**src/hdl/pdc_pkg.sv**
```systemverilog
// Shared constants, input codes and the CRC-16 byte update for the packet deframer.
// No dependencies; every other file of the block imports this package.
package pdc_pkg;

  localparam logic [7:0]  START_BYTE = 8'd2;
  localparam logic [7:0]  END_BYTE   = 8'd3;
  localparam logic [15:0] CRC_POLY   = 16'h1021;
  localparam logic [15:0] CRC_TOP    = 16'h8000;

  localparam int TIME_W    = 32;
  localparam int CFG_W     = 20;
  localparam int OUT_POS_W = 6;

  localparam logic [CFG_W-1:0] BYTE_GAP_RESET = 20'd20000;
  localparam logic [CFG_W-1:0] POLL_GAP_RESET = 20'd50000;

  // Configuration register indexes.
  localparam logic CFG_BYTE_GAP = 1'b0;
  localparam logic CFG_POLL_GAP = 1'b1;

  // Two payload banks, so the descriptor queue between front and back is two deep.
  localparam int QDEPTH = 2;
  localparam int QPTR_W = 1;

  typedef enum logic [1:0] {
    MODE_BYTE     = 2'd0,
    MODE_POLL     = 2'd1,
    MODE_OVERFLOW = 2'd2
  } mode_t;

  // CRC-16, polynomial 0x1021, MSB first, one byte per call.
  function automatic logic [15:0] crc16_add_byte(input logic [15:0] crc, input logic [7:0] b);
    logic [15:0] c;
    c = crc ^ {b, 8'h00};
    for (int k = 0; k < 8; k++) begin
      if ((c & CRC_TOP) != 16'h0000) begin
        c = (c << 1) ^ CRC_POLY;
      end else begin
        c = c << 1;
      end
    end
    return c;
  endfunction

endpackage

```
**src/hdl/pdc_front.sv**
```systemverilog
// Frame parser: takes words, checks length, CRC and trailer, writes payload bytes.
// Depends on pdc_pkg; feeds the payload memory in pdc_back and the descriptor queue.
module pdc_front
  import pdc_pkg::*;
#(
  parameter int MAX_PAYLOAD = 40,
  parameter int LEN_W       = 6,
  parameter int POS_W       = 6
) (
  input  logic                 clk,
  input  logic                 rst_n,
  input  logic                 in_push,
  output logic                 in_full,
  input  logic [1:0]           in_mode,
  input  logic [7:0]           in_data_byte,
  input  logic [TIME_W-1:0]    in_now_us,
  input  logic                 cfg_we,
  input  logic                 cfg_index,
  input  logic [CFG_W-1:0]     cfg_wdata,
  input  logic                 q_full,
  output logic                 q_push,
  output logic                 q_bank,
  output logic [LEN_W-1:0]     q_len,
  output logic                 wr_en,
  output logic                 wr_bank,
  output logic [POS_W-1:0]     wr_pos,
  output logic [7:0]           wr_data
);

  typedef enum logic [2:0] {
    PH_HUNT   = 3'd0,
    PH_LEN    = 3'd1,
    PH_DATA   = 3'd2,
    PH_CRC_HI = 3'd3,
    PH_CRC_LO = 3'd4,
    PH_END    = 3'd5
  } phase_t;

  phase_t              phase_r, phase_nxt, phase_eff;
  logic [LEN_W-1:0]    len_r, len_nxt;
  logic [LEN_W-1:0]    fill_r, fill_nxt;
  logic [15:0]         crc_r, crc_nxt;
  logic [15:0]         rcrc_r, rcrc_nxt;
  logic [TIME_W-1:0]   last_time_r, last_time_nxt;
  logic                bank_r, bank_nxt;
  logic [CFG_W-1:0]    byte_gap_r;
  logic [CFG_W-1:0]    poll_gap_r;
  logic                accept;
  logic [TIME_W-1:0]   gap;
  logic                byte_late;
  logic                poll_late;
  logic                frame_ok;
  logic [LEN_W-1:0]    fill_inc;

  assign in_full   = q_full;
  assign accept    = in_push && !q_full;
  assign gap       = in_now_us - last_time_r;
  assign byte_late = (phase_r != PH_HUNT) && (gap > TIME_W'(byte_gap_r));
  assign poll_late = (phase_r != PH_HUNT) && (gap > TIME_W'(poll_gap_r));
  // A late byte restarts the hunt and is then parsed as if no frame were open.
  assign phase_eff = byte_late ? PH_HUNT : phase_r;
  assign frame_ok  = (in_data_byte == END_BYTE) && (rcrc_r == crc_r);
  assign fill_inc  = fill_r + LEN_W'(1);

  assign q_bank  = bank_r;
  assign q_len   = len_r;
  assign wr_bank = bank_r;
  assign wr_pos  = fill_r[POS_W-1:0];
  assign wr_data = in_data_byte;

  always_comb begin
    phase_nxt     = phase_r;
    len_nxt       = len_r;
    fill_nxt      = fill_r;
    crc_nxt       = crc_r;
    rcrc_nxt      = rcrc_r;
    last_time_nxt = last_time_r;
    bank_nxt      = bank_r;
    q_push        = 1'b0;
    wr_en         = 1'b0;
    if (accept) begin
      case (mode_t'(in_mode))
        MODE_BYTE: begin
          last_time_nxt = in_now_us;
          case (phase_eff)
            PH_HUNT: begin
              phase_nxt = (in_data_byte == START_BYTE) ? PH_LEN : PH_HUNT;
            end
            PH_LEN: begin
              if (in_data_byte == 8'd0 || in_data_byte > 8'(MAX_PAYLOAD)) begin
                phase_nxt = (in_data_byte == START_BYTE) ? PH_LEN : PH_HUNT;
              end else begin
                len_nxt   = LEN_W'(in_data_byte);
                fill_nxt  = '0;
                crc_nxt   = 16'h0000;
                phase_nxt = PH_DATA;
              end
            end
            PH_DATA: begin
              wr_en     = 1'b1;
              crc_nxt   = crc16_add_byte(crc_r, in_data_byte);
              fill_nxt  = fill_inc;
              phase_nxt = (fill_inc >= len_r) ? PH_CRC_HI : PH_DATA;
            end
            PH_CRC_HI: begin
              rcrc_nxt  = {in_data_byte, 8'h00};
              phase_nxt = PH_CRC_LO;
            end
            PH_CRC_LO: begin
              rcrc_nxt  = {rcrc_r[15:8], in_data_byte};
              phase_nxt = PH_END;
            end
            PH_END: begin
              if (frame_ok) begin
                q_push   = 1'b1;
                bank_nxt = !bank_r;
              end
              phase_nxt = (!frame_ok && in_data_byte == START_BYTE) ? PH_LEN : PH_HUNT;
            end
            default: begin
              phase_nxt = PH_HUNT;
            end
          endcase
        end
        MODE_POLL: begin
          if (poll_late) begin
            phase_nxt = PH_HUNT;
          end
        end
        MODE_OVERFLOW: begin
          phase_nxt = PH_HUNT;
        end
        default: begin
        end
      endcase
    end
  end

  always_ff @(posedge clk) begin
    len_r  <= len_nxt;
    fill_r <= fill_nxt;
    crc_r  <= crc_nxt;
    rcrc_r <= rcrc_nxt;
    if (!rst_n) begin
      phase_r     <= PH_HUNT;
      last_time_r <= '0;
      bank_r      <= 1'b0;
      byte_gap_r  <= BYTE_GAP_RESET;
      poll_gap_r  <= POLL_GAP_RESET;
    end else begin
      phase_r     <= phase_nxt;
      last_time_r <= last_time_nxt;
      bank_r      <= bank_nxt;
      if (cfg_we) begin
        case (cfg_index)
          CFG_BYTE_GAP: byte_gap_r <= cfg_wdata;
          CFG_POLL_GAP: poll_gap_r <= cfg_wdata;
          default: begin
          end
        endcase
      end
    end
  end

endmodule

```
**src/hdl/pdc_desc_fifo.sv**
```systemverilog
// Two-entry queue of good-frame descriptors (payload bank and length).
// Depends on pdc_pkg; sits between pdc_front and pdc_back.
module pdc_desc_fifo
  import pdc_pkg::*;
#(
  parameter int W = 7
) (
  input  logic         clk,
  input  logic         rst_n,
  input  logic         push,
  input  logic [W-1:0] din,
  output logic         full,
  input  logic         pop,
  output logic         valid,
  output logic [W-1:0] dout
);

  logic [W-1:0]      entry_r [QDEPTH];
  logic [QPTR_W-1:0] wr_ptr_r;
  logic [QPTR_W-1:0] rd_ptr_r;
  logic [QPTR_W:0]   count_r;

  assign full  = (count_r == (QPTR_W+1)'(QDEPTH));
  assign valid = (count_r != '0);
  assign dout  = entry_r[rd_ptr_r];

  always_ff @(posedge clk) begin
    if (push) begin
      entry_r[wr_ptr_r] <= din;
    end
    if (!rst_n) begin
      wr_ptr_r <= '0;
      rd_ptr_r <= '0;
      count_r  <= '0;
    end else begin
      if (push) begin
        wr_ptr_r <= wr_ptr_r + QPTR_W'(1);
      end
      if (pop) begin
        rd_ptr_r <= rd_ptr_r + QPTR_W'(1);
      end
      case ({push, pop})
        2'b10:   count_r <= count_r + (QPTR_W+1)'(1);
        2'b01:   count_r <= count_r - (QPTR_W+1)'(1);
        default: count_r <= count_r;
      endcase
    end
  end

endmodule

```
**src/hdl/pdc_back.sv**
```systemverilog
// Payload memory (two banks) and the read-out sequencer that emits result words.
// Depends on pdc_pkg; written by pdc_front, driven by the descriptor queue head.
module pdc_back
  import pdc_pkg::*;
#(
  parameter int MAX_PAYLOAD = 40,
  parameter int LEN_W       = 6,
  parameter int POS_W       = 6
) (
  input  logic                 clk,
  input  logic                 rst_n,
  input  logic                 wr_en,
  input  logic                 wr_bank,
  input  logic [POS_W-1:0]     wr_pos,
  input  logic [7:0]           wr_data,
  input  logic                 head_valid,
  input  logic                 head_bank,
  input  logic [LEN_W-1:0]     head_len,
  output logic                 head_pop,
  output logic                 out_empty,
  input  logic                 out_pop,
  output logic [7:0]           out_payload_byte,
  output logic [OUT_POS_W-1:0] out_byte_position,
  output logic [OUT_POS_W-1:0] out_frame_length,
  output logic                 out_last
);

  localparam int DEPTH = 2 * MAX_PAYLOAD;
  localparam int AW    = $clog2(DEPTH);

  logic [7:0]       mem [DEPTH];
  logic [AW-1:0]    wr_addr;
  logic [AW-1:0]    rd_addr;
  logic [POS_W-1:0] rd_pos_r;
  logic             rd_en;
  logic             rd_last;
  logic             out_valid_r;
  logic [7:0]       rdata_r;
  logic [POS_W-1:0] pos_out_r;
  logic [LEN_W-1:0] len_out_r;
  logic             last_out_r;

  assign wr_addr  = wr_bank ? AW'(MAX_PAYLOAD) + AW'(wr_pos) : AW'(wr_pos);
  assign rd_addr  = head_bank ? AW'(MAX_PAYLOAD) + AW'(rd_pos_r) : AW'(rd_pos_r);
  // The read data register is the output stage, so a read goes out whenever it is free or being popped.
  assign rd_en    = head_valid && (!out_valid_r || out_pop);
  assign rd_last  = (LEN_W'(rd_pos_r) + LEN_W'(1)) == head_len;
  assign head_pop = rd_en && rd_last;

  assign out_empty         = !out_valid_r;
  assign out_payload_byte  = rdata_r;
  assign out_byte_position = OUT_POS_W'(pos_out_r);
  assign out_frame_length  = OUT_POS_W'(len_out_r);
  assign out_last          = last_out_r;

  always_ff @(posedge clk) begin
    if (wr_en) begin
      mem[wr_addr] <= wr_data;
    end
    if (rd_en) begin
      rdata_r    <= mem[rd_addr];
      pos_out_r  <= rd_pos_r;
      len_out_r  <= head_len;
      last_out_r <= rd_last;
    end
  end

  always_ff @(posedge clk) begin
    if (!rst_n) begin
      out_valid_r <= 1'b0;
      rd_pos_r    <= '0;
    end else begin
      out_valid_r <= rd_en || (out_valid_r && !out_pop);
      if (rd_en) begin
        rd_pos_r <= rd_last ? '0 : rd_pos_r + POS_W'(1);
      end
    end
  end

endmodule

```
**src/hdl/packet_deframer_crc16.sv**
```systemverilog
// Start/length/payload/CRC-16/end frame receiver; one input word per cycle, in_full
// only while two good frames wait to be read out (one per payload bank).
// The first payload word passes the descriptor queue, then the read data register.
// Throughput: one word per cycle while popped, via the registered memory read port.
// Reset: synchronous active-low rst_n; no memory clearing pass.
// Depends on pdc_pkg, pdc_front, pdc_desc_fifo and pdc_back.
module packet_deframer_crc16
  import pdc_pkg::*;
#(
  parameter int MAX_PAYLOAD = 40
) (
  input  logic                 clk,
  input  logic                 rst_n,
  input  logic                 in_push,
  output logic                 in_full,
  input  logic [1:0]           in_mode,
  input  logic [7:0]           in_data_byte,
  input  logic [TIME_W-1:0]    in_now_us,
  output logic                 out_empty,
  input  logic                 out_pop,
  output logic [7:0]           out_payload_byte,
  output logic [OUT_POS_W-1:0] out_byte_position,
  output logic [OUT_POS_W-1:0] out_frame_length,
  output logic                 out_last,
  input  logic                 cfg_we,
  input  logic                 cfg_index,
  input  logic [CFG_W-1:0]     cfg_wdata
);

  localparam int LEN_W = $clog2(MAX_PAYLOAD + 1);
  localparam int POS_W = (MAX_PAYLOAD > 1) ? $clog2(MAX_PAYLOAD) : 1;

  logic             q_full;
  logic             q_push;
  logic             q_bank;
  logic [LEN_W-1:0] q_len;
  logic             q_valid;
  logic             q_pop;
  logic [LEN_W:0]   q_head;
  logic             wr_en;
  logic             wr_bank;
  logic [POS_W-1:0] wr_pos;
  logic [7:0]       wr_data;

  pdc_front #(
    .MAX_PAYLOAD(MAX_PAYLOAD),
    .LEN_W      (LEN_W),
    .POS_W      (POS_W)
  ) u_front (
    .clk         (clk),
    .rst_n       (rst_n),
    .in_push     (in_push),
    .in_full     (in_full),
    .in_mode     (in_mode),
    .in_data_byte(in_data_byte),
    .in_now_us   (in_now_us),
    .cfg_we      (cfg_we),
    .cfg_index   (cfg_index),
    .cfg_wdata   (cfg_wdata),
    .q_full      (q_full),
    .q_push      (q_push),
    .q_bank      (q_bank),
    .q_len       (q_len),
    .wr_en       (wr_en),
    .wr_bank     (wr_bank),
    .wr_pos      (wr_pos),
    .wr_data     (wr_data)
  );

  pdc_desc_fifo #(
    .W(LEN_W + 1)
  ) u_queue (
    .clk  (clk),
    .rst_n(rst_n),
    .push (q_push),
    .din  ({q_bank, q_len}),
    .full (q_full),
    .pop  (q_pop),
    .valid(q_valid),
    .dout (q_head)
  );

  pdc_back #(
    .MAX_PAYLOAD(MAX_PAYLOAD),
    .LEN_W      (LEN_W),
    .POS_W      (POS_W)
  ) u_back (
    .clk              (clk),
    .rst_n            (rst_n),
    .wr_en            (wr_en),
    .wr_bank          (wr_bank),
    .wr_pos           (wr_pos),
    .wr_data          (wr_data),
    .head_valid       (q_valid),
    .head_bank        (q_head[LEN_W]),
    .head_len         (q_head[LEN_W-1:0]),
    .head_pop         (q_pop),
    .out_empty        (out_empty),
    .out_pop          (out_pop),
    .out_payload_byte (out_payload_byte),
    .out_byte_position(out_byte_position),
    .out_frame_length (out_frame_length),
    .out_last         (out_last)
  );

endmodule

```
**config.mk**
```make
export PLATFORM = sky130hd
export DESIGN_NAME = packet_deframer_crc16
export DESIGN_NICKNAME = d
export VERILOG_FILES = /design/src/hdl/pdc_pkg.sv /design/src/hdl/pdc_front.sv /design/src/hdl/pdc_desc_fifo.sv /design/src/hdl/pdc_back.sv /design/src/hdl/packet_deframer_crc16.sv
export SDC_FILE = /design/constraint.sdc
export NUM_CORES = 1
export LEC_CHECK = 0
export BUFFER_PORTS_ARGS = -buffer_cell sky130_fd_sc_hd__buf_2
export CAP_MARGIN = 20
export CORE_MARGIN = 2
export CORE_UTILIZATION = 62
export DETAILED_ROUTE_END_ITERATION = 12
export PLACE_DENSITY = 0.79
export SLEW_MARGIN = 20
export SYNTH_ARGS = -nofsm -noshare
export SYNTH_HDL_FRONTEND = slang
export SYNTH_SLANG_ARGS = --single-unit
export TNS_END_PERCENT = 5
```
**constraint.sdc**
```tcl
create_clock -name clk -period 9.6 [get_ports clk]
set_clock_uncertainty 0.2 [all_clocks]
set_input_delay 1.44 -clock clk [delete_from_list [all_inputs] [get_ports clk]]
set_output_delay 1.44 -clock clk [all_outputs]
set_load 0.05 [all_outputs]
```
# Yosys cells after proc, flatten, opt, wreduce, memory -nomap -nowiden
# Memories as Yosys holds them, arrays and structs flattened. A register that Yosys moved wholly into a read port is not among the register bits.
# Cells that the tools add are included.
dict set report word_totals {
  ff_bits 144
  ramBits 654
  in_bits 68
  output_inout_bits 23
  word_cells 154
  memories 2
}
dict set report op_classes {
  n_addsub 9
  magnitude_cmp 4
  n_eq_ne 16
  n_mux 59
  n_bitwise 12
  reduce_logical 34
}
# memory words word_bits rd rd_clocked_by_memory_dff wr line_no
set memory_table {}
lappend memory_table {u_back.mem 80 8 1 1 1 pdc_back.sv:31} ;# logic [7:0] mem [DEPTH];
lappend memory_table {u_queue.entry_r 2 7 1 1 1 pdc_desc_fifo.sv:18} ;# logic [W-1:0] entry_r [QDEPTH];
# operator count
set op_table {}
lappend op_table {{16-bit 2-to-1 mux} 22}
lappend op_table {{13-bit 2-to-1 mux} 8}
lappend op_table {{32-bit by 20-bit greater-than comparator with 1-bit output} 2}
lappend op_table {{16-bit one-hot mux with 2 select lines} 2}
lappend op_table {{32-bit subtractor} 1}
lappend op_table {{3-bit NOT} 8}
lappend op_table {{3-bit one-hot mux with 6 select lines} 1}
lappend op_table {{16-bit == test} 1}
lappend op_table {{8-bit by 2-bit == test with 1-bit output (second input constant)} 2}
lappend op_table {{1-bit 2-to-1 mux} 16}
lappend op_table {{4-bit AND reduction} 4}
lappend op_table {{16-bit XOR} 1}
lappend op_table {{6-bit by 6-bit adder with 7-bit output (first input constant)} 2}
lappend op_table {{7-bit 2-to-1 mux} 2}
lappend op_table {{6-bit by 1-bit adder with 6-bit output (second input constant)} 2}
lappend op_table {{6-bit 2-to-1 mux} 2}
lappend op_table {{6-bit one-hot mux with 2 select lines} 1}
lappend op_table {{3-bit 2-to-1 mux} 3}
lappend op_table {{3-bit one-hot mux with 3 select lines} 1}
lappend op_table {{8-bit by 6-bit greater-than comparator with 1-bit output (second input constant)} 1}
lappend op_table {{1-bit logical AND} 8}
lappend op_table {{8-bit logical NOT} 1}
lappend op_table {{2-bit nonzero test} 4}
lappend op_table {{2-bit == test (second input constant)} 3}
lappend op_table {{20 further kinds} 36}

# Logic depth before layout (Yosys ltp)
# Gate-level depths: netlist (run 1).
dict set report logic_depth {
  depth_word 41
  mapped_depth 25
  ltp_nobuf 23
}

# Hierarchy
# Synthesis (run 1) repeated with hierarchy kept, for this count alone.
dict set report unflattened {
  cells_unflattened 2284
  area_unflattened_um2 35362.7
}
# mod n_inst cells_per_inst area_per_inst_um2 seq_area_each_um2
set modules_own_cells {}
lappend modules_own_cells {pdc_back 1 1229 26176.4 19989.2}
lappend modules_own_cells {pdc_front 1 1011 8464.4 2842.7}
lappend modules_own_cells {pdc_desc_fifo 1 44 721.9 520.5}

# Least setup slack after synthesis (run 1)
# OpenSTA, ideal clock, no wires.
dict set report synth_timing {
  kind {input to register}
  startpoint {input in_now_us[0]}
  endpoint {register u_front.crc_r[0] (enable)}
  arrival_ns 6.882
  required_ns 8.971
  setup_slack_ns 2.089
  cell_stages 20
  path_buffers 0
  cell_sequence {inv_1 -> ha_1 -> inv_1 -> fa_1 -> a21o_1 -> a221o_1 -> and2_1 -> or2_2 -> a21boi_0 -> o21ai_0 -> xor2_1 -> ha_1 -> a21o_1 -> a21o_1 -> a21oi_1 -> nand2_1 -> o31ai_1 -> nor4b_4 -> nand2_1 -> nor3_1}
}
dict set report synth_between {
  elab_chain_len 7
}
# element line_no
set synth_rtl {}
lappend synth_rtl {{start: declaration} packet_deframer_crc16.sv:18} ;# input logic [TIME_W-1:0] in_now_us,
lappend synth_rtl {{32-bit subtractor (*)} pdc_front.sv:57} ;# assign gap = in_now_us - last_time_r;
lappend synth_rtl {{32-bit by 20-bit greater-than comparator with 1-bit output (*)} pdc_front.sv:58} ;# assign byte_late = (phase_r != PH_HUNT) && (gap > TIME_W'(byte_gap_r));
lappend synth_rtl {{1-bit logical AND (*)} pdc_front.sv:58}
lappend synth_rtl {{3-bit 2-to-1 mux (*)} pdc_front.sv:61} ;# assign phase_eff = byte_late ? PH_HUNT : phase_r;
lappend synth_rtl {{3-bit by 1-bit == test with 1-bit output or 3-bit by 2-bit == test with 1-bit output (tied branches)} pdc_front.sv:85} ;# case (phase_eff)
lappend synth_rtl {{2-bit != test (no line) or 2-bit nonzero test (tied branches)} n/a}
lappend synth_rtl {{4-bit AND reduction (no line) (*)} n/a}
lappend synth_rtl {{end signal: assignment} pdc_front.sv:142} ;# crc_r <= crc_nxt;
lappend synth_rtl {{end: declaration} pdc_front.sv:42} ;# logic [15:0] crc_r, crc_nxt;
# Mark *: on every way between the ends. The rest lies on a longest branch, timed or not.
# A chain may end at the register's enable or synchronous reset.

# Worst setup path in the final report (run 1)
dict set report layout_timing {
  startpoint {input in_now_us[0]}
  endpoint {memory u_back.mem[62][7] (enable)}
}
dict set report layout_between {
  elab_chain_len 10
}
# element line_no
set layout_rtl {}
lappend layout_rtl {{32-bit subtractor} pdc_front.sv:57}
lappend layout_rtl {{32-bit by 20-bit greater-than comparator with 1-bit output} pdc_front.sv:58}
lappend layout_rtl {{1-bit logical AND} pdc_front.sv:58}
lappend layout_rtl {{3-bit 2-to-1 mux} pdc_front.sv:61}
lappend layout_rtl {{3-bit by 2-bit == test with 1-bit output} pdc_front.sv:85}
lappend layout_rtl {{1-bit 2-to-1 mux} pdc_front.sv:85}
lappend layout_rtl {{1-bit 2-to-1 mux} pdc_front.sv:82} ;# case (mode_t'(in_mode))
lappend layout_rtl {{1-bit 2-to-1 mux} pdc_front.sv:81} ;# if (accept) begin
lappend layout_rtl {{1-bit 2-to-1 mux} pdc_back.sv:57} ;# if (wr_en) begin
lappend layout_rtl {{1-bit 2-to-1 mux (not written as such)} pdc_back.sv:58} ;# mem[wr_addr] <= wr_data;
lappend layout_rtl {{end: declaration} pdc_back.sv:31}
# Every way passes these cells.

==> results of run 1 <==
## flip-flops by register name, summed over array words and instances (netlist names), named ones only
register and flops:
u_back.out_last 1, u_front.byte_gap_r 20, u_back.out_frame_length 6, u_front.rcrc_r 16, u_front.last_time_r 32, u_queue.count_r 2, u_queue.entry_r 14, u_front.phase_r 3
u_back.out_byte_position 6, u_front.poll_gap_r 20, u_back.out_valid_r 1, u_queue.rd_ptr_r 1, u_back.out_payload_byte 8, u_back.rd_pos_r 6, u_front.crc_r 16, u_front.wr_pos 6
u_queue.wr_ptr_r 1, u_front.q_bank 1, u_back.mem 640, u_front.q_len 6
## area by class of cell
cell class | count | share of cell area [%]
clock inverters | 47 | 1.26
well taps | 756 | 2.41
repair buffers | 135 | 2.07
inverters | 90 | 0.860
multi-input cells | 1159 | 28.4
diodes | 6 | 0.0382
clock buffers | 101 | 5.46
flip-flops and latches | 807 | 59.5
## metal layers
layer  vias up  part of all wire [%]
met5         -                 0.021
met4         2                   3.1
met1     10500                    38
li1       8691                     -
met3       189                   8.9
met2      1281                    50
## cells in the mapped netlist (8+ instances only)
master | count | area, µm²
edfxtp_1 | 719 | 21600
mux4_2 | 208 | 4680
nand2_1 | 186 | 698
inv_1 | 90 | 338
dfxtp_1 | 88 | 1760
ha_1 | 85 | 1060
clkbuf_1 | 83 | 312
nor2_1 | 77 | 289
nor3_1 | 73 | 365
a21boi_0 | 66 | 495
a21oi_1 | 52 | 260
xnor2_1 | 44 | 385
xor2_1 | 37 | 324
o21ai_0 | 34 | 170
a21o_1 | 29 | 218
nand4_1 | 24 | 150
nor2b_1 | 23 | 144
buf_1 | 21 | 78.8
and2_1 | 19 | 119
nand2b_1 | 19 | 119
and3_1 | 18 | 113
mux2_2 | 16 | 180
o211ai_1 | 15 | 113
nand3_1 | 13 | 65.1
nor4_1 | 11 | 68.8
nand4b_1 | 10 | 87.6
a31oi_1 | 9 | 56.3
nor3b_1 | 8 | 60.1
## metrics by stage
step                      total power [mW]  setup slack [ns]  instance area, µm²
after global placement                4.25              1.98               36400
after CTS                             7.36              2.35               39000
final                                 7.35              2.31               39300
after floorplan                       4.12              2.09               35100
after detailed placement              4.26              1.76               36400
after global routing                  7.53              2.02               39300
## cell families after synthesis
logic type,after synthesis,share of synthesized area [%]
multiplexers,227,14.0
adder cells (fa/ha/maj),86,3.09
AND/OR/NAND/NOR,507,7.10
flip-flops,807,66.6
XOR/XNOR,83,2.15
buffers and inverters,199,2.15
AO/OA/AOI/OAI,256,4.99
## path summary, 6_finish.rpt
path	from	endpoint	slack (ns)
worst max register to register	u_front.last_time_r[0]	u_back.mem[62][7]	2.93
worst max-delay path	in_now_us[0]	u_back.mem[62][7]	2.31
worst min-delay path	u_front.last_time_r[20]	u_front.last_time_r[20]	0.26
worst min register to register	u_front.last_time_r[20]	u_front.last_time_r[20]	0.26
## power breakdown
| group | switching, mW | internal (mW) |
|---|---|---|
| combinational | 0.234 | 0.125 |
| clock | 1.35 | 1.81 |
| sequential | 0.00603 | 3.83 |
## critical path: stages
cell and delay (ns):
buf_2 0.11, inv_1 0.05, ha_1 0.16, inv_1 0.06, fa_1 0.41, a21o_1 0.20
a221o_1 0.34, and2_1 0.16, or2_2 0.29, a21boi_0 0.39, o21ai_0 0.18, xor2_1 0.19
ha_1 0.21, a21o_1 0.18, a21o_1 0.18, a21oi_1 0.19, nand2_1 0.07, o31ai_1 0.50
nor4b_4 0.28, buf_4 0.26, nand4b_1 0.17, buf_4 0.32, nor3_1 0.96
==> summary.txt, run 1 <==
Status
  – Status: finished clean

Clock network
  – Clock Tree Buf Depth: 3
  – Clk root buf: clkbuf_16
  – # hold bufs at CTS: 0
  – Postcts setup bufs: 0
  – Post-cts gate resize count: 0
  – Worst-path clk slew: about 0.060 ns
  – CTS Buf Count: 80
  – H-tree Lvls: 3
  – CTS tree: built
  – Clock sink count: 807
  – Clock Latency Late Sink: approximately 0.63 ns

Detailed routing
  – Vias per cell: 6.67
  – DRT Pass-1 Iters: 5
  – Initial DRC count: 2471
  – Post-DR wirelength/cell: 28.2 µm
  – Vias: 20700
  – Post-route antenna net violation count: 0
  – WL final: 87500 µm
  – Drc violations: 0

STA
  – Final hold violations: 0
  – Hold WS: approximately 0.26 ns
  – Final Slew Violations: 0
  – Fin crit period: roughly 7.3 ns
  – Final setup TNS: 0 ns
  – Fmax: 137 MHz
  – Slew @ Worst Pin: 1.17 ns
  – RSZ-0062 raised after global routing: no
  – Final Cycle Share: 75.9%
  – Rel. slew slack: 21.9%
  – Setup Viol. Count Final: 0

Finish
  – Sequential standard cell area: around 23000 µm²
  – Layout area overhead: 11.9%
  – Filler Cells Inserted: 3539
  – Non-Filler Instances: 3101
  – Most frequent cells in the layout: 719 x edfxtp_1, 208 x mux4_2, 186 x nand2_1
  – Final core occ: between 60% and 70%
  – Layout Nets: 2427
  – Commonest non-fill, non-tap cell in the layout: edfxtp_1
  – Fraction of layout cells with a size suffix above 1: approximately 22%
  – Area occupied by multi-input gates: 11200 µm²

Floorplan
  – Die H: between 200 and 250 µm
  – Chip Width: 242 µm
  – Starting Density: 62.5%
  – Core area: 56200 µm²
  – Die Area: 58500 µm²
  – Standard-cell row count: 87
  – Ports: 91

Worst setup path
  – Crit Path Max Fanout: 22
  – Worst R2R Path Depth: 21
  – Startpoint class of the critical path: primary input
  – Crit path DAT: around 7.3 ns
  – Critical path class: primary input to flop
  – Crit end category: flop
  – Worst EP required: 9.65 ns

Placement
  – Gpl congestion: 0.918
  – Port Buffer Count: 90
  – Post-Place Cells: 2940
  – Post-DP HPWL: 52900 µm

Synth
  – Number of synthesized flops with an enable pin: 719
  – Top FF cell, synth: edfxtp_1
  – Mapped cell area: about 35000 µm²
  – Ys Warns: 0
  – Syn avg cell area: 16.2 µm²
  – Synthesized Nets: about 2300
  – Post-synthesis async set-or-reset flop share: 0%
  – Library cells used by synthesis: 68
  – Synth Register Bits: ~810
  – Post-synthesis cell count: 2165
  – Seq/Total Area, Yosys: 66.6%

GRT
  – GRT Total Usage: 30.3%
  – Initial antenna violation count: 6
  – GR Util met1: between 40% and 50%
  – Met3 usage: 5.35%
  – First-pass GRT wire length: around 130000 µm
  – Largest net degree at the start of global routing: 91
  – Layer with the highest usage: met2
  – Vias in the first global route: 20200
  – Met2 Track Usage GR: between 40% and 50%
  – Grt ovf: 0

Power
  – VDD IR-drop max: 0.141 mV
  – PwrDens: approximately 190 nW/µm²
  – Leakage Power: roughly 13 nW

Min path
  – Hold Crit Depth: 2
  – Hold Path Class: flop to flop

Flow run
  – Number of max-cap violations: 0
(Power assumes the default switching activity.)
==> run 2: changes to the inputs <==
==> constraint.sdc (replaced) <==
create_clock -name clk -period 7.4 [get_ports clk]
set_clock_uncertainty 0.2 [all_clocks]
set_input_delay 1.11 -clock clk [delete_from_list [all_inputs] [get_ports clk]]
set_output_delay 1.11 -clock clk [all_outputs]
set_load 0.05 [all_outputs]
==> run 2 against run 1 <==
Via count shrank 0.85%. Worst setup slack worse by 1.7 ns. Final area rose by 0.44%. Cell count is 1.3% higher. Highest routed layer unchanged. Routed wire length is 1.0% lower. Largest power group unchanged. Sequential share of layout area is 0.26 points lower.
==> summary.txt, run 2 (synthesis gave the netlist of run 1 again) <==
STA
  – Setup Viol. Count Final: 0
  – Slew @ Worst Pin: approximately 1.2 ns
  – Fmax: 148 MHz
  – Final setup TNS: 0 ns
  – Final hold violations: 0
  – Fin crit period: 6.74 ns
  – Final Slew Violations: 0
  – RSZ-0062 raised after global routing: no
  – Hold WS: approximately 0.26 ns
  – Rel. slew slack: 18.4%
  – Final Cycle Share: roughly nine tenths

Clock network
  – Post-cts gate resize count: 0
  – Clock Latency Late Sink: 0.63 ns
  – # hold bufs at CTS: 0
  – Worst-path clk slew: 0.06 ns
  – CTS tree: built
  – H-tree Lvls: 3
  – CTS Buf Count: between 70 and 80
  – Postcts setup bufs: 0
  – Clk root buf: clkbuf_16
  – Clock sink count: 807
  – Clock Tree Buf Depth: 3

Detailed routing
  – Initial DRC count: roughly 2300
  – DRT Pass-1 Iters: 5
  – Post-route antenna net violation count: 0
  – WL final: 86600 µm
  – Vias per cell: between 6 and 7
  – Vias: about 20000
  – Post-DR wirelength/cell: 27.6 µm
  – Drc violations: 0

Floorplan
  – Starting Density: 62.5%
  – Die Area: 58500 µm²
  – Ports: 91
  – Standard-cell row count: 87
  – Die H: ~240 µm
  – Chip Width: around 240 µm
  – Core area: 56200 µm²

Finish
  – Max reg flops: 640
  – Regs by FF count: u_back.mem (640), u_front.last_time_r (32)
  – Non-Filler Instances: 3141
  – Layout area overhead: 12.4%
  – Commonest non-fill, non-tap cell in the layout: edfxtp_1
  – Fraction of layout cells with a size suffix above 1: 22.8%
  – Most frequent cells in the layout: 719 x edfxtp_1, 208 x mux4_2, 186 x nand2_1
  – Top reg by flops: u_back.mem
  – Layout Nets: ~2500

Worst setup path
  – Worst EP required: 7.54 ns
  – Startpoint class of the critical path: primary input
  – Worst-path cell chain: buf_2, inv_1, ha_1, inv_1, fa_1, a21o_1, a221o_1, and2_1, or2_2, a21boi_0, nand2b_1, nand2b_1, xor2_1, ha_1, a21o_1, a21oi_1, nand2_1, o31ai_1, nor4b_4, nand4_1, buf_4, nor3_1, buf_4
  – Critical path class: primary input to flop
  – Flop2flop setup slack: 0.95 ns
  – Crit path DAT: 6.88 ns
  – Worst R2R Path Depth: 21
  – FF-to-FF Start: u_front.last_time_r[0]
  – Crit Path Max Fanout: 20
  – Crit Reg-Reg Endpoint: u_back.mem[25][4]
  – Slowest stage cell, crit path: nor4b_4
  – Slowest stage delay, CP: 0.61 ns
  – Crit end category: flop

Power
  – Logic gate share of total power: under 10%
  – Clock power frac: 42.9%
  – Leakage Power: 12.8 nW
  – PwrDens: 242 nW/µm²
  – Switching part of the total: 21.6%
  – Internal: around 7.5 mW
  – VDD IR-drop max: 0.185 mV
  – Sw power: around 2.1 mW
  – Sequential power share: 52.1%

Min path
  – Hold_sp: u_front.last_time_r[26]
  – WHS Endpoint: u_front.last_time_r[26]
  – Hold Crit Depth: 2
  – Hold Path Class: flop to flop

GRT
  – Initial antenna violation count: 5
  – Vias in the first global route: 20300
  – First-pass GRT wire length: about 130000 µm
  – Largest net degree at the start of global routing: 91
  – GRT Total Usage: 30.0%
  – Grt ovf: 0

Flow run
  – Number of max-cap violations: 0

Placement
  – Gpl congestion: 0.949
  – Post-DP HPWL: around 53000 µm
  – Post-Place Cells: 2997
  – Port Buffer Count: 90

Status
  – Status: finished clean
==> run 2: cell count changes in the layout (fill, tap and decap cells not counted), moves of 2 or more <==
cell | previous run | this run
clkinv_8 | 2 | 0
nor3_2 | 32 | 2
bufinv_16 | 8 | 10
diode_2 | 6 | 1
clkinvlp_4 | 4 | 6
nor3_1 | 42 | 72
clkbuf_16 | 82 | 79
buf_4 | 37 | 92
clkinv_4 | 0 | 2
clkinv_1 | 17 | 9
clkbuf_2 | 3 | 0
==> run 2: power by group through the flow <==
stage | clock (mW) | combinational (mW) | sequential, mW
after detailed placement | 0 | 0.457 | 5.07
after CTS | 4.12 | 0.462 | 4.97
final | 4.09 | 0.469 | 4.97
after floorplan | 0 | 0.273 | 5.07
after global routing | 4.29 | 0.519 | 4.97
after global placement | 0 | 0.442 | 5.07
==> run 2: area by class of cell <==
class	instances	area, µm²
multi-input cells	1159	11000
inverters	90	338
flip-flops and latches	807	23400
clock buffers	98	2060
well taps	756	946
clock inverters	45	553
diodes	1	2.50
fillers	3552	16700
repair buffers	185	1190
==> run 2: routing by layer <==
layer | up-vias | global-route usage [%] | wire [µm]
met4 | 8 | 9.68 | 2980
met3 | 194 | 5.67 | 7730
met5 | - | 0 | 51
met2 | 1172 | 49.7 | 43100
li1 | 8752 | - | -
met1 | 10400 | 40.9 | 32800
==> run 2: worst max path at each step <==
stage / start / cells past startpoint / to / slack [ns]
after floorplan: in_now_us[0] / 20 / u_front.crc_r[0] / 0.22
after global placement: in_now_us[0] / 23 / u_back.mem[25][5] / 0.44
after detailed placement: in_now_us[0] / 23 / u_back.mem[49][3] / 0.14
after CTS: in_now_us[0] / 23 / u_back.mem[49][3] / 0.75
after global routing: in_now_us[0] / 23 / u_back.mem[49][6] / 0.30
final: in_now_us[0] / 23 / u_back.mem[25][4] / 0.66
==> run 2: critical path, delay by kind of cell <==
family / cells / cell delay, ns
simple gates: 8 / 2.12
compound gates: 6 / 1.77
fa+ha+maj: 3 / 0.89
buf+inv: 5 / 0.79
xor+xnor: 1 / 0.23
==> run 2: through the flow <==
stage / power [mW] / utilization, % / setup slack (ns) / instance area [µm²]
final: 9.53 / 70.2 / 0.658 / 39400
after global routing: 9.78 / 70.2 / 0.301 / 39400
after CTS: 9.55 / 70.2 / 0.753 / 39400
after detailed placement: 5.52 / 65.6 / 0.143 / 36800
after global placement: 5.51 / 65.6 / 0.436 / 36800
after floorplan: 5.34 / - / 0.219 / 35100
